--- config.mk ---
export PLATFORM = sky130hd
export DESIGN_NAME = time_slot_table_engine
export DESIGN_NICKNAME = d
export VERILOG_FILES = /design/src/hw/rtl/tste_pkg.sv /design/src/hw/rtl/tste_key_cmp.sv /design/src/hw/rtl/time_slot_table_engine.sv
export SDC_FILE = /design/constraint.sdc
export NUM_CORES = 1
export LEC_CHECK = 0
export BUFFER_PORTS_ARGS = -buffer_cell sky130_fd_sc_hd__buf_4
export CAP_MARGIN = 20
export CELL_PAD_IN_SITES_DETAIL_PLACEMENT = 0
export CELL_PAD_IN_SITES_GLOBAL_PLACEMENT = 1
export CORE_ASPECT_RATIO = 1.1
export CORE_MARGIN = 1
export CORE_UTILIZATION = 45
export CTS_CLUSTER_SIZE = 12
export DETAILED_ROUTE_END_ITERATION = 16
export HOLD_SLACK_MARGIN = 0.1
export PLACE_DENSITY = 0.7
export SLEW_MARGIN = 25
export SYNTH_ARGS = -nofsm -noshare
export SYNTH_HDL_FRONTEND = slang
export SYNTH_SLANG_ARGS = --single-unit
export TNS_END_PERCENT = 1
--- constraint.sdc ---
create_clock -name clk -period 17 [get_ports clk]
set_input_delay 2.55 -clock clk [delete_from_list [all_inputs] [get_ports clk]]
set_output_delay 2.55 -clock clk [all_outputs]
set_load 0.01 [all_outputs]
--- src/hw/rtl/tste_pkg.sv ---
`timescale 1ns / 1ps

package tste_pkg;

    localparam int HOUR_W           = 5;
    localparam int MIN_W            = 6;
    localparam int REQ_W            = 3;
    localparam int SLOT_OUT_W       = 3;
    localparam int KEY_W            = 11;
    localparam int MINUTES_PER_HOUR = 60;

    typedef enum logic [REQ_W-1:0] {
        REQ_ADD    = 3'd0,
        REQ_REMOVE = 3'd1,
        REQ_NEXT   = 3'd2,
        REQ_PREV   = 3'd3,
        REQ_SORT   = 3'd4,
        REQ_READ   = 3'd5,
        REQ_CLEAR  = 3'd6
    } req_t;

    typedef enum logic [2:0] {
        ST_IDLE,
        ST_REDUCE,
        ST_SCAN,
        ST_RPT,
        ST_SORT_LOAD,
        ST_SORT_FIRST,
        ST_SORT_STEP,
        ST_SORT_TAIL
    } state_t;

    typedef struct packed {
        logic [HOUR_W-1:0] hours;
        logic [MIN_W-1:0]  minutes;
        logic              action;
    } data_t;

    typedef struct packed {
        logic  written;
        logic  valid;
        data_t data;
    } slot_t;

endpackage

--- src/hw/rtl/tste_key_cmp.sv ---
`timescale 1ns / 1ps

module tste_key_cmp
(
    input  tste_pkg::slot_t a,
    input  tste_pkg::slot_t b,
    output logic            a_gt_b
);

    import tste_pkg::*;

    logic [KEY_W-1:0] key_a;
    logic [KEY_W-1:0] key_b;

    // An empty slot sorts with key zero.
    always_comb
    begin
        key_a = '0;
        key_b = '0;
        if (a.valid)
        begin
            key_a = KEY_W'(a.data.hours) * KEY_W'(MINUTES_PER_HOUR) + KEY_W'(a.data.minutes);
        end
        if (b.valid)
        begin
            key_b = KEY_W'(b.data.hours) * KEY_W'(MINUTES_PER_HOUR) + KEY_W'(b.data.minutes);
        end
    end

    assign a_gt_b = key_a > key_b;

endmodule

--- src/hw/rtl/time_slot_table_engine.sv ---
`timescale 1ns / 1ps

// Channel   Handshake                 Fields
// request   start, accepted if !busy  req_type, slot_index, hours_in, minutes_in, action_in
// result    done, one-cycle strobe    found, slot_out, entry_valid, hours_out, minutes_out,
//                                     action_out
//
// Remove, clear, unused codes and a read with an out-of-range index strobe done in the cycle
// after the transaction; busy stays low. Add and search scan one slot per cycle; next and prev
// first reduce the start index below SLOTS; a read, and a search that hits, then fetch the entry.
// Sort runs one bubble pass per step of the pass counter, one compare per cycle through the
// key comparator. Reset empties the whole table at once. The receiver cannot stall the result.

module time_slot_table_engine #(
    parameter int SLOTS = 8
)
(
    input  logic       clk,
    input  logic       rst_n,
    input  logic       start,
    output logic       busy,
    input  logic [2:0] req_type,
    input  logic [2:0] slot_index,
    input  logic [4:0] hours_in,
    input  logic [5:0] minutes_in,
    input  logic       action_in,
    output logic       done,
    output logic       found,
    output logic [2:0] slot_out,
    output logic       entry_valid,
    output logic [4:0] hours_out,
    output logic [5:0] minutes_out,
    output logic       action_out
);

    import tste_pkg::*;

    localparam int IW = $clog2(SLOTS);
    localparam int SW = (IW > 3) ? IW : 3;
    localparam logic [IW-1:0] LAST = IW'(SLOTS - 1);

    state_t state_reg, state_next;

    logic [REQ_W-1:0] req_reg, req_next;
    data_t            din_reg, din_next;
    logic [IW-1:0]    k_reg, k_next;
    logic [IW-1:0]    cnt_reg, cnt_next;
    logic [IW-1:0]    j_reg, j_next;
    logic [IW-1:0]    lim_reg, lim_next;
    logic [SW-1:0]    st_reg, st_next;
    slot_t            carry_reg, carry_next;
    logic [SLOTS-1:0] v_reg, v_next;
    logic [SLOTS-1:0] w_reg, w_next;

    logic                  done_reg, done_next;
    logic                  found_reg, found_next;
    logic [SLOT_OUT_W-1:0] slot_reg, slot_next;
    logic                  ev_reg, ev_next;
    data_t                 res_reg, res_next;

    data_t         mem [SLOTS];
    logic          mem_we;
    logic [IW-1:0] mem_waddr;
    data_t         mem_wdata;
    logic [IW-1:0] mem_raddr;
    data_t         mem_rdata_reg;
    logic [IW-1:0] raddr_reg;

    slot_t         rd_slot;
    logic          gt;
    logic          in_range;
    logic [IW-1:0] idx_k;
    logic [IW-1:0] st_k;
    logic          st_ge;
    logic          hit;
    logic          is_add;
    logic          is_prev;
    logic          last_step;

    function automatic logic [IW-1:0] step_fwd(input logic [IW-1:0] x);
        logic [IW-1:0] r;
        r = (x == LAST) ? '0 : IW'(x + 1'b1);
        return r;
    endfunction

    function automatic logic [IW-1:0] step_back(input logic [IW-1:0] x);
        logic [IW-1:0] r;
        r = (x == '0) ? LAST : IW'(x - 1'b1);
        return r;
    endfunction

    assign in_range  = 32'(slot_index) < SLOTS;
    assign idx_k     = IW'(slot_index);
    assign st_k      = st_reg[IW-1:0];
    assign st_ge     = 32'(st_reg) >= SLOTS;
    assign is_add    = req_reg == REQ_ADD;
    assign is_prev   = req_reg == REQ_PREV;
    assign hit       = is_add ? !v_reg[k_reg] : v_reg[k_reg];
    assign last_step = IW'(j_reg + 1'b1) == lim_reg;

    assign rd_slot.written = w_reg[raddr_reg];
    assign rd_slot.valid   = v_reg[raddr_reg];
    assign rd_slot.data    = w_reg[raddr_reg] ? mem_rdata_reg : '0;

    tste_key_cmp u_cmp
    (
        .a      (carry_reg),
        .b      (rd_slot),
        .a_gt_b (gt)
    );

    always_comb
    begin
        state_next = state_reg;
        unique case (state_reg)
            ST_IDLE:
            begin
                if (start)
                begin
                    unique case (req_type)
                        REQ_ADD:
                        begin
                            state_next = ST_SCAN;
                        end
                        REQ_NEXT, REQ_PREV:
                        begin
                            state_next = ST_REDUCE;
                        end
                        REQ_SORT:
                        begin
                            state_next = ST_SORT_LOAD;
                        end
                        REQ_READ:
                        begin
                            if (in_range)
                            begin
                                state_next = ST_RPT;
                            end
                        end
                        default:
                        begin
                            state_next = ST_IDLE;
                        end
                    endcase
                end
            end
            ST_REDUCE:
            begin
                if (!st_ge)
                begin
                    state_next = ST_SCAN;
                end
            end
            ST_SCAN:
            begin
                if (hit)
                begin
                    state_next = is_add ? ST_IDLE : ST_RPT;
                end
                else if (cnt_reg == LAST)
                begin
                    state_next = ST_IDLE;
                end
            end
            ST_RPT:
            begin
                state_next = ST_IDLE;
            end
            ST_SORT_LOAD:
            begin
                state_next = ST_SORT_FIRST;
            end
            ST_SORT_FIRST:
            begin
                state_next = ST_SORT_STEP;
            end
            ST_SORT_STEP:
            begin
                if (last_step)
                begin
                    state_next = ST_SORT_TAIL;
                end
            end
            ST_SORT_TAIL:
            begin
                state_next = (lim_reg == IW'(1)) ? ST_IDLE : ST_SORT_LOAD;
            end
            default:
            begin
                state_next = ST_IDLE;
            end
        endcase
    end

    always_comb
    begin
        req_next    = req_reg;
        din_next    = din_reg;
        k_next      = k_reg;
        cnt_next    = cnt_reg;
        j_next      = j_reg;
        lim_next    = lim_reg;
        st_next     = st_reg;
        carry_next  = carry_reg;
        v_next      = v_reg;
        w_next      = w_reg;
        done_next   = 1'b0;
        found_next  = 1'b0;
        slot_next   = '0;
        ev_next     = 1'b0;
        res_next    = '0;
        mem_we      = 1'b0;
        mem_waddr   = j_reg;
        mem_wdata   = carry_reg.data;
        mem_raddr   = k_reg;

        unique case (state_reg)
            ST_IDLE:
            begin
                if (start)
                begin
                    req_next = req_type;
                    din_next = '{hours: hours_in, minutes: minutes_in, action: action_in};
                    unique case (req_type)
                        REQ_ADD:
                        begin
                            k_next   = '0;
                            cnt_next = '0;
                        end
                        REQ_REMOVE:
                        begin
                            done_next = 1'b1;
                            if (in_range)
                            begin
                                v_next[idx_k] = 1'b0;
                                found_next    = 1'b1;
                                slot_next     = slot_index;
                            end
                        end
                        REQ_NEXT, REQ_PREV:
                        begin
                            st_next = SW'(slot_index);
                        end
                        REQ_SORT:
                        begin
                            lim_next = LAST;
                        end
                        REQ_READ:
                        begin
                            if (in_range)
                            begin
                                k_next    = idx_k;
                                mem_raddr = idx_k;
                            end
                            else
                            begin
                                done_next = 1'b1;
                            end
                        end
                        REQ_CLEAR:
                        begin
                            v_next    = '0;
                            w_next    = '0;
                            done_next = 1'b1;
                        end
                        default:
                        begin
                            done_next = 1'b1;
                        end
                    endcase
                end
            end
            ST_REDUCE:
            begin
                if (st_ge)
                begin
                    st_next = SW'(st_reg - SW'(SLOTS));
                end
                else
                begin
                    k_next   = is_prev ? step_back(st_k) : step_fwd(st_k);
                    cnt_next = '0;
                end
            end
            ST_SCAN:
            begin
                if (hit)
                begin
                    if (is_add)
                    begin
                        mem_we        = 1'b1;
                        mem_waddr     = k_reg;
                        mem_wdata     = din_reg;
                        v_next[k_reg] = 1'b1;
                        w_next[k_reg] = 1'b1;
                        done_next     = 1'b1;
                        found_next    = 1'b1;
                        slot_next     = SLOT_OUT_W'(k_reg);
                        ev_next       = 1'b1;
                        res_next      = din_reg;
                    end
                end
                else if (cnt_reg == LAST)
                begin
                    done_next = 1'b1;
                end
                else
                begin
                    k_next   = is_prev ? step_back(k_reg) : step_fwd(k_reg);
                    cnt_next = IW'(cnt_reg + 1'b1);
                end
            end
            ST_RPT:
            begin
                done_next  = 1'b1;
                found_next = 1'b1;
                slot_next  = SLOT_OUT_W'(k_reg);
                ev_next    = rd_slot.valid;
                res_next   = rd_slot.data;
            end
            ST_SORT_LOAD:
            begin
                mem_raddr = '0;
            end
            ST_SORT_FIRST:
            begin
                carry_next = rd_slot;
                j_next     = '0;
                mem_raddr  = IW'(1);
            end
            ST_SORT_STEP:
            begin
                // The larger key travels on; the smaller one settles at the current place.
                mem_we    = 1'b1;
                mem_waddr = j_reg;
                if (gt)
                begin
                    mem_wdata     = rd_slot.data;
                    v_next[j_reg] = rd_slot.valid;
                    w_next[j_reg] = rd_slot.written;
                end
                else
                begin
                    mem_wdata     = carry_reg.data;
                    v_next[j_reg] = carry_reg.valid;
                    w_next[j_reg] = carry_reg.written;
                    carry_next    = rd_slot;
                end
                if (!last_step)
                begin
                    j_next    = IW'(j_reg + 1'b1);
                    mem_raddr = IW'(j_reg + IW'(2));
                end
            end
            ST_SORT_TAIL:
            begin
                mem_we          = 1'b1;
                mem_waddr       = lim_reg;
                mem_wdata       = carry_reg.data;
                v_next[lim_reg] = carry_reg.valid;
                w_next[lim_reg] = carry_reg.written;
                if (lim_reg == IW'(1))
                begin
                    done_next = 1'b1;
                end
                else
                begin
                    lim_next = IW'(lim_reg - 1'b1);
                end
            end
            default:
            begin
                done_next = 1'b0;
            end
        endcase
    end

    always_ff @(posedge clk or negedge rst_n)
    begin
        if (!rst_n)
        begin
            state_reg <= ST_IDLE;
            v_reg     <= '0;
            w_reg     <= '0;
            done_reg  <= 1'b0;
        end
        else
        begin
            state_reg <= state_next;
            v_reg     <= v_next;
            w_reg     <= w_next;
            done_reg  <= done_next;
        end
    end

    always_ff @(posedge clk)
    begin
        req_reg   <= req_next;
        din_reg   <= din_next;
        k_reg     <= k_next;
        cnt_reg   <= cnt_next;
        j_reg     <= j_next;
        lim_reg   <= lim_next;
        st_reg    <= st_next;
        carry_reg <= carry_next;
        found_reg <= found_next;
        slot_reg  <= slot_next;
        ev_reg    <= ev_next;
        res_reg   <= res_next;
    end

    always_ff @(posedge clk)
    begin
        if (mem_we)
        begin
            mem[mem_waddr] <= mem_wdata;
        end
        mem_rdata_reg <= mem[mem_raddr];
        raddr_reg     <= mem_raddr;
    end

    assign busy        = state_reg != ST_IDLE;
    assign done        = done_reg;
    assign found       = found_reg;
    assign slot_out    = slot_reg;
    assign entry_valid = ev_reg;
    assign hours_out   = res_reg.hours;
    assign minutes_out = res_reg.minutes;
    assign action_out  = res_reg.action;

    a_accept_progress: assert property (@(posedge clk) disable iff (!rst_n)
        (start && !busy) |=> (busy || done))
        else $error("accepted transaction neither started work nor gave a result");

    a_not_found_zero: assert property (@(posedge clk) disable iff (!rst_n)
        (done && !found) |-> (slot_out == '0 && !entry_valid && hours_out == '0 &&
                              minutes_out == '0 && !action_out))
        else $error("result fields not zero when nothing was found");

    a_busy_from_start: assert property (@(posedge clk) disable iff (!rst_n)
        $rose(busy) |-> $past(start))
        else $error("busy rose without a transaction");

    a_valid_written: assert property (@(posedge clk) disable iff (!rst_n)
        (v_reg & ~w_reg) == '0)
        else $error("slot marked valid without stored data");

endmodule

Word-level counts from Yosys, hierarchy flattened --
Memories as Yosys holds them, arrays and structs flattened. A register that Yosys moved wholly into a read port is not among the register bits. Index checks and enable logic that the tools add are counted.
Storage, ports and cells: memory bits (writable) 96, bits in registers 84, memories kept 1, output and inout bits 19, logic and storage cells 216
Memories:
- mem | depth 8, bits a word 12, read ports 1, clocked after Yosys merged registers in 1, wr ports 1, line time_slot_table_engine.sv:61 | data_t mem [SLOTS];
Cells by class: mux-type cells 102, reduce and logical (&&, ||, !) cells 28, $mul 2, $add $sub $neg 10, equality and inequality tests 34, bitwise operators 4, $lt $le $gt $ge 10
Operator list (count):
- 2-to-1 mux 3 bit | 31
- 2-to-1 mux 12 bit | 6
- 2-to-1 mux 8 bit | 9
- case mux 8 bit (4 select lines) | 2
- bitwise mux 8 bit | 6
- case mux 12 bit (2 select lines) | 2
- == test 3 bit (second input constant) | 10
- case mux 14 bit (2 select lines) | 1
- case mux 3 bit (3 select lines) | 3
- case mux 3 bit (2 select lines) | 4
- case mux 3 bit (4 select lines) | 2
- case mux 3 bit (8 select lines) | 1
- adder 11 x 6 -> 11 bit | 2
- 2-to-1 mux 11 bit | 2
- less-than comparator 3 x 4 -> 1 bit (second input constant) | 5
- AND reduction 5 bit | 4
- 2-to-1 mux 1 bit | 19
- multiplier 5 x 4 -> 9 bit (second input constant) | 2
- != test 2 bit (second input constant) | 9
- OR 8 bit | 2
- case mux 8 bit (2 select lines) | 1
- == test 3 x 2 -> 1 bit (second input constant) | 5
- logical NOT 3 bit | 5
- 2-to-1 mux 14 bit | 1
- other kinds (29) | 56

Logic depth before layout (Yosys ltp) --
word-level depth 9, gate-level depth with buffers 24, gate-level depth less buffers 23

By module --
A second synthesis with hierarchy kept.
Unflattened totals: cells, all modules 968, area total of the unflattened synthesis 10719.0 µm²
By module, submodules not included:
- time_slot_table_engine | sequential area each 5345.1 µm², cells each 729, times used 1, area an instance 8783.4 µm²
- tste_key_cmp | sequential area each 0.0 µm², cells each 239, times used 1, area an instance 1935.6 µm²

Worst setup path before layout --
Ideal clock, no wire load.
kind register to register, from register raddr_reg[0], to register carry_reg[0] (netlist name), enable pin, slack 10848 ps, path buffers 1, period minus slack after synthesis 6152 ps, arrival time 5766 ps, cell stages (with the launch flop) 23, data required time 16614 ps, path through dfxtp_1 -> mux4_2 -> mux2_2 -> buf_1 -> and2_1 -> ha_1 -> fa_1 -> inv_1 -> fa_1 -> inv_1 -> ha_1 -> o21ai_0 -> a21oi_1 -> nand2_1 -> nor3_1 -> a2111oi_0 -> nor2_1 -> ha_1 -> nand4_1 -> or3_1 -> o21ai_1 -> a21oi_1 -> nor2b_1
On the way: cells in the longest elaborated chain, start to end 9, elaborated cells on any way between the ends 11
Ends and longest elaborated chain:
- start, declared | line time_slot_table_engine.sv:67 | logic [IW-1:0] raddr_reg;
- start signal, assigned | line time_slot_table_engine.sv:419 | raddr_reg <= mem_raddr;
- binary-select mux 1 bit (select 3 bit) | line time_slot_table_engine.sv:103 | assign rd_slot.data = w_reg[raddr_reg] ? mem_rdata_reg : '0;
- 2-to-1 mux 1 bit (not written as such) | line time_slot_table_engine.sv:103
- 2-to-1 mux 12 bit | line time_slot_table_engine.sv:103
- multiplier 5 x 4 -> 9 bit | line tste_key_cmp.sv:26 | key_b = KEY_W'(b.data.hours) * KEY_W'(MINUTES_PER_HOUR) + KEY_W'(b.data.minutes);
- adder 11 x 6 -> 11 bit | line tste_key_cmp.sv:26
- 2-to-1 mux 11 bit (*) | line tste_key_cmp.sv:24 | if (b.valid)
- greater-than comparator 11 bit (*) | line tste_key_cmp.sv:30 | assign a_gt_b = key_a > key_b;
- != test 2 bit (no line) (*)
- AND reduction 2 bit (no line) (*)
- end signal, assigned | line time_slot_table_engine.sv:405 | carry_reg <= carry_next;
- end, declared | line time_slot_table_engine.sv:51 | slot_t carry_reg, carry_next;
Mark *: on every way between the ends. The rest lies on a longest branch, timed or not. The select of a mux whose other input is x is not followed. A chain may end at the register's enable or synchronous reset.

Worst setup path after layout --
from register raddr_reg[0], to register v_reg[7]
On the way: cells in the longest elaborated chain, start to end 9, elaborated cells on any way between the ends 12
Ends and longest elaborated chain:
- binary-select mux 1 bit (select 3 bit) | line time_slot_table_engine.sv:103
- 2-to-1 mux 1 bit (not written as such) | line time_slot_table_engine.sv:103
- 2-to-1 mux 12 bit | line time_slot_table_engine.sv:103
- multiplier 5 x 4 -> 9 bit | line tste_key_cmp.sv:26
- adder 11 x 6 -> 11 bit | line tste_key_cmp.sv:26
- 2-to-1 mux 11 bit | line tste_key_cmp.sv:24
- greater-than comparator 11 bit | line tste_key_cmp.sv:30
- 2-to-1 mux 8 bit (*) | line time_slot_table_engine.sv:336 | if (gt)
- case mux 8 bit (4 select lines) (*) | line time_slot_table_engine.sv:217 | unique case (state_reg)
- end signal, assigned | line time_slot_table_engine.sv:390 | v_reg <= v_next;
- end, declared | line time_slot_table_engine.sv:52 | logic [SLOTS-1:0] v_reg, v_next;
Marks and branches as above.

==> summary.txt <==
Final layout
  • Fillers: 2059
  • Max FFs per register: 96
  • Layout Nets: 1093
  • Fraction of layout cells with a size suffix above 1: 0.127
  • Layout area overhead: 11.2%
  • Antenna diode count: 0

Setup path
  • Slowest-stage cell, CP: mux2i_1
  • CP Launch Type: flip-flop
  • Crit Path Max Fanout: 18
  • Crit path cell chain: mux4_2, mux2_2, nand2_1, inv_1, ha_1, fa_1, inv_1, fa_1, inv_1, ha_1, o21ai_0, a21oi_1, nand2_1, nor3_1, o2111a_1, nor2_1, ha_1, nand4_1, or3_1, o21ai_1, mux2i_1, o221ai_1
  • WP buf/inv: 3
  • Worst path top cell family by delay: adder cells
  • Required @ worst endpoint: 17280 ps
  • Max incr delay on CP: 740 ps
  • Worst Reg-to-Reg Cells: 22
  • CP endpoint kind: flip-flop
  • R2r endpoint: v_reg[7]
  • CP Data Arrival Time: 6760 ps
  • Worst r2r src: raddr_reg[0]
  • Flop-to-flop setup slack: 10520 ps
  • Crit path kind: flip-flop to flip-flop

Routing
  • Final WL: 26800 µm
  • Per-cell routed wire length: 20.5 µm
  • Detail Route Antenna Nets: 0
  • Via-to-Cell Ratio: 5.69
  • Drt drc: 0
  • Initial DRC count: 768
  • Via count: 7460
  • Pre-antenna DRT Iters: 5

Floorplan
  • Die width: 148 µm
  • I/O pins: 40
  • Die H: 163 µm
  • Core area: 23000 µm²
  • Initial Util: 0.460
  • Die area: 24200 µm²
  • Rows: 58

STA
  • Post-route minimum period: 6480 ps
  • Final Setup Violations: 0
  • Relative slew slack: 0.337
  • Clock Skew: 15.0 ps
  • Count of pins over their slew limit: 0
  • Tightest Pin Transition: 992 ps
  • Setup_tns: 0 ps
  • Period utilization: 0.381
  • RSZ-0062 raised after global routing: no
  • FMAX: 0.154 GHz
  • Final hold vios: 0

Hold path
  • Hold Path Class: flip-flop to flip-flop
  • End of the worst hold path: hours_out[0]
  • Hold path cells: 2
  • Hold Startpoint: din_reg[7]

Clock tree
  • CTS tree: yes
  • CTS resizes: 0
  • H-tree Lvls: 4
  • Max Root-Sink Buffers: 2
  • CTS Hold Buffers Added: 0
  • Worst skew pair latency: 440 ps
  • CTS Buf Count: 17
  • Clock slew at reported path FFs: 80 ps
  • Root buf cell: clkbuf_16
  • Post-CTS Setup Bufs: 0
  • CTS Sinks: 192

Global routing
  • First-pass GRT wire length: 41500 µm
  • Gr ovfl total: 0
  • Vias in the first global route: 7224
  • Tot GR Track Use: 0.231
  • Largest net degree at the start of global routing: 40
  • Initial antenna violation count: 0

Place
  • Port Buffer Count: 39
  • Detailed placer's ending HPWL: 19700 µm
  • GPL Wtd Cong: 0.887

Outcome
  • Status: finished, final reports clean

Run
  • Max_cap viols: 0

Synth
  • Primary FF master, synth: edfxtp_1
  • Post-synth EDFFs: 140
  • Ys async rst share: 0.104
  • Synthesis-stage register bit count: 192
  • Syn Inst Count: 966
  • Net Count, Synth: 1062
  • Ys Warns: 0
  • Synth unique cells: 68
  • Synth Cell Area: 10600 µm²
  • Post-synthesis sequential area ratio: 0.505
  • Syn_area_per_cell: 11.0 µm²
==> synth_stat cells (3+ instances only) <==
library cell | n | area share
o21ai_0 | 49 | 0.023
dfrtp_1 | 20 | 0.047
and2_1 | 8 | 0.0047
nand3_1 | 23 | 0.011
nand2_1 | 110 | 0.039
a22o_1 | 12 | 0.0099
buf_1 | 4 | 0.0014
o22ai_1 | 4 | 0.0024
a21boi_0 | 5 | 0.0035
nor2b_1 | 15 | 0.0089
buf_4 | 5 | 0.0035
a41oi_2 | 10 | 0.015
o211ai_1 | 12 | 0.0085
nor3b_1 | 7 | 0.0050
nor2_1 | 56 | 0.020
a21o_1 | 12 | 0.0085
and3_1 | 10 | 0.0059
inv_1 | 65 | 0.023
dfxtp_1 | 32 | 0.060
a31oi_1 | 15 | 0.0089
fa_1 | 12 | 0.023
o31ai_1 | 9 | 0.0064
xor2_1 | 10 | 0.0083
clkbuf_1 | 26 | 0.0092
or3_1 | 3 | 0.0018
xnor2_1 | 12 | 0.0099
a211oi_1 | 4 | 0.0028
nor3_1 | 16 | 0.0076
o21a_1 | 5 | 0.0035
o221ai_1 | 18 | 0.015
mux2i_1 | 32 | 0.030
a21oi_1 | 59 | 0.028
mux2_2 | 12 | 0.013
ha_1 | 63 | 0.074
o21ai_1 | 3 | 0.0014
nand4_1 | 3 | 0.0018
mux4_2 | 4 | 0.0085
buf_2 | 7 | 0.0033
buf_6 | 3 | 0.0032
nor4_1 | 6 | 0.0035
nand2b_1 | 13 | 0.0077
edfxtp_1 | 140 | 0.40
==> placed cells by master, fill, tap and decap left out, types with 6 or more instances in the layout <==
master	instances
fa_1	12
nor3b_1	7
and2_1	8
a21oi_1	59
a41oi_2	10
and3_1	10
a21o_1	12
o21ai_0	49
xor2_1	10
clkbuf_16	17
o211ai_1	12
dfrtp_1	20
a31oi_1	15
nand2b_1	13
inv_1	65
nand3_1	23
nand2_1	110
mux2i_1	32
dfxtp_1	32
nor4_1	6
nor2b_1	14
a22o_1	12
nor2_1	54
xnor2_1	12
edfxtp_1	140
buf_4	57
o31ai_1	9
mux2_2	12
ha_1	63
nor3_1	14
o221ai_1	18
==> stage by stage <==
| stage | instances | util | hold slack [ps] | area [µm²] | setup WS, ps |
|---|---|---|---|---|---|
| after floorplan | 966 | - | 436 | 10600 | 10850 |
| after global placement | 1278 | 0.487 | 468 | 11200 | 10300 |
| after detailed placement | 1278 | 0.487 | 459 | 11200 | 10430 |
| after CTS | 1310 | 0.512 | 487 | 11800 | 10440 |
| after global routing | 1310 | 0.512 | 538 | 11800 | 9890 |
| final | 1310 | 0.512 | 485 | 11800 | 10520 |
==> final cells by class <==
class	instances	area, µm²	share of cell area
Clock inverter	14	151	0.0129
Inverter	66	248	0.0210
Sequential cell	192	5350	0.454
Timing Repair Buffer	57	428	0.0363
Multi-Input combinational cell	663	4800	0.408
Tap cell	300	375	0.0319
Clock buffer	18	429	0.0364
==> worst max-delay path by stage <==
stage | to | startpoint | slack, ps | depth (start not counted)
floorplan | carry_reg[0] | raddr_reg[0] | 10850 | 22
global placement | carry_reg[3] | raddr_reg[0] | 10300 | 22
detailed placement | carry_reg[3] | raddr_reg[0] | 10430 | 22
CTS | carry_reg[10] | raddr_reg[0] | 10440 | 22
global route | mem[1][4] | raddr_reg[0] | 9890 | 23
finish | v_reg[7] | raddr_reg[0] | 10520 | 22
==> kinds of logic after synthesis <==
group           synth area share
simple gates               0.126
compound gates             0.155
flops                      0.505
buf+inv                   0.0441
fa+ha+maj                 0.0971
mux                       0.0526
xor+xnor                  0.0206
==> worst min-delay path, cell delays in order, from the launching register on <==
cell,delay (ps)
edfxtp_1,320
nand2_1,60
o21ai_0,70
==> layer usage <==
layer / routed length, µm / track usage / vias up
met1: 11600 / 0.299 / 3577
met5: 0 / 0 / -
met3: 1420 / 0.0423 / 50
met2: 13000 / 0.381 / 228
met4: 824 / 0.0933 / 0
li1: - / - / 3605
Power is not shown: default switching activity piles up to over one toggle a cycle in this logic, so the estimate is an artifact.
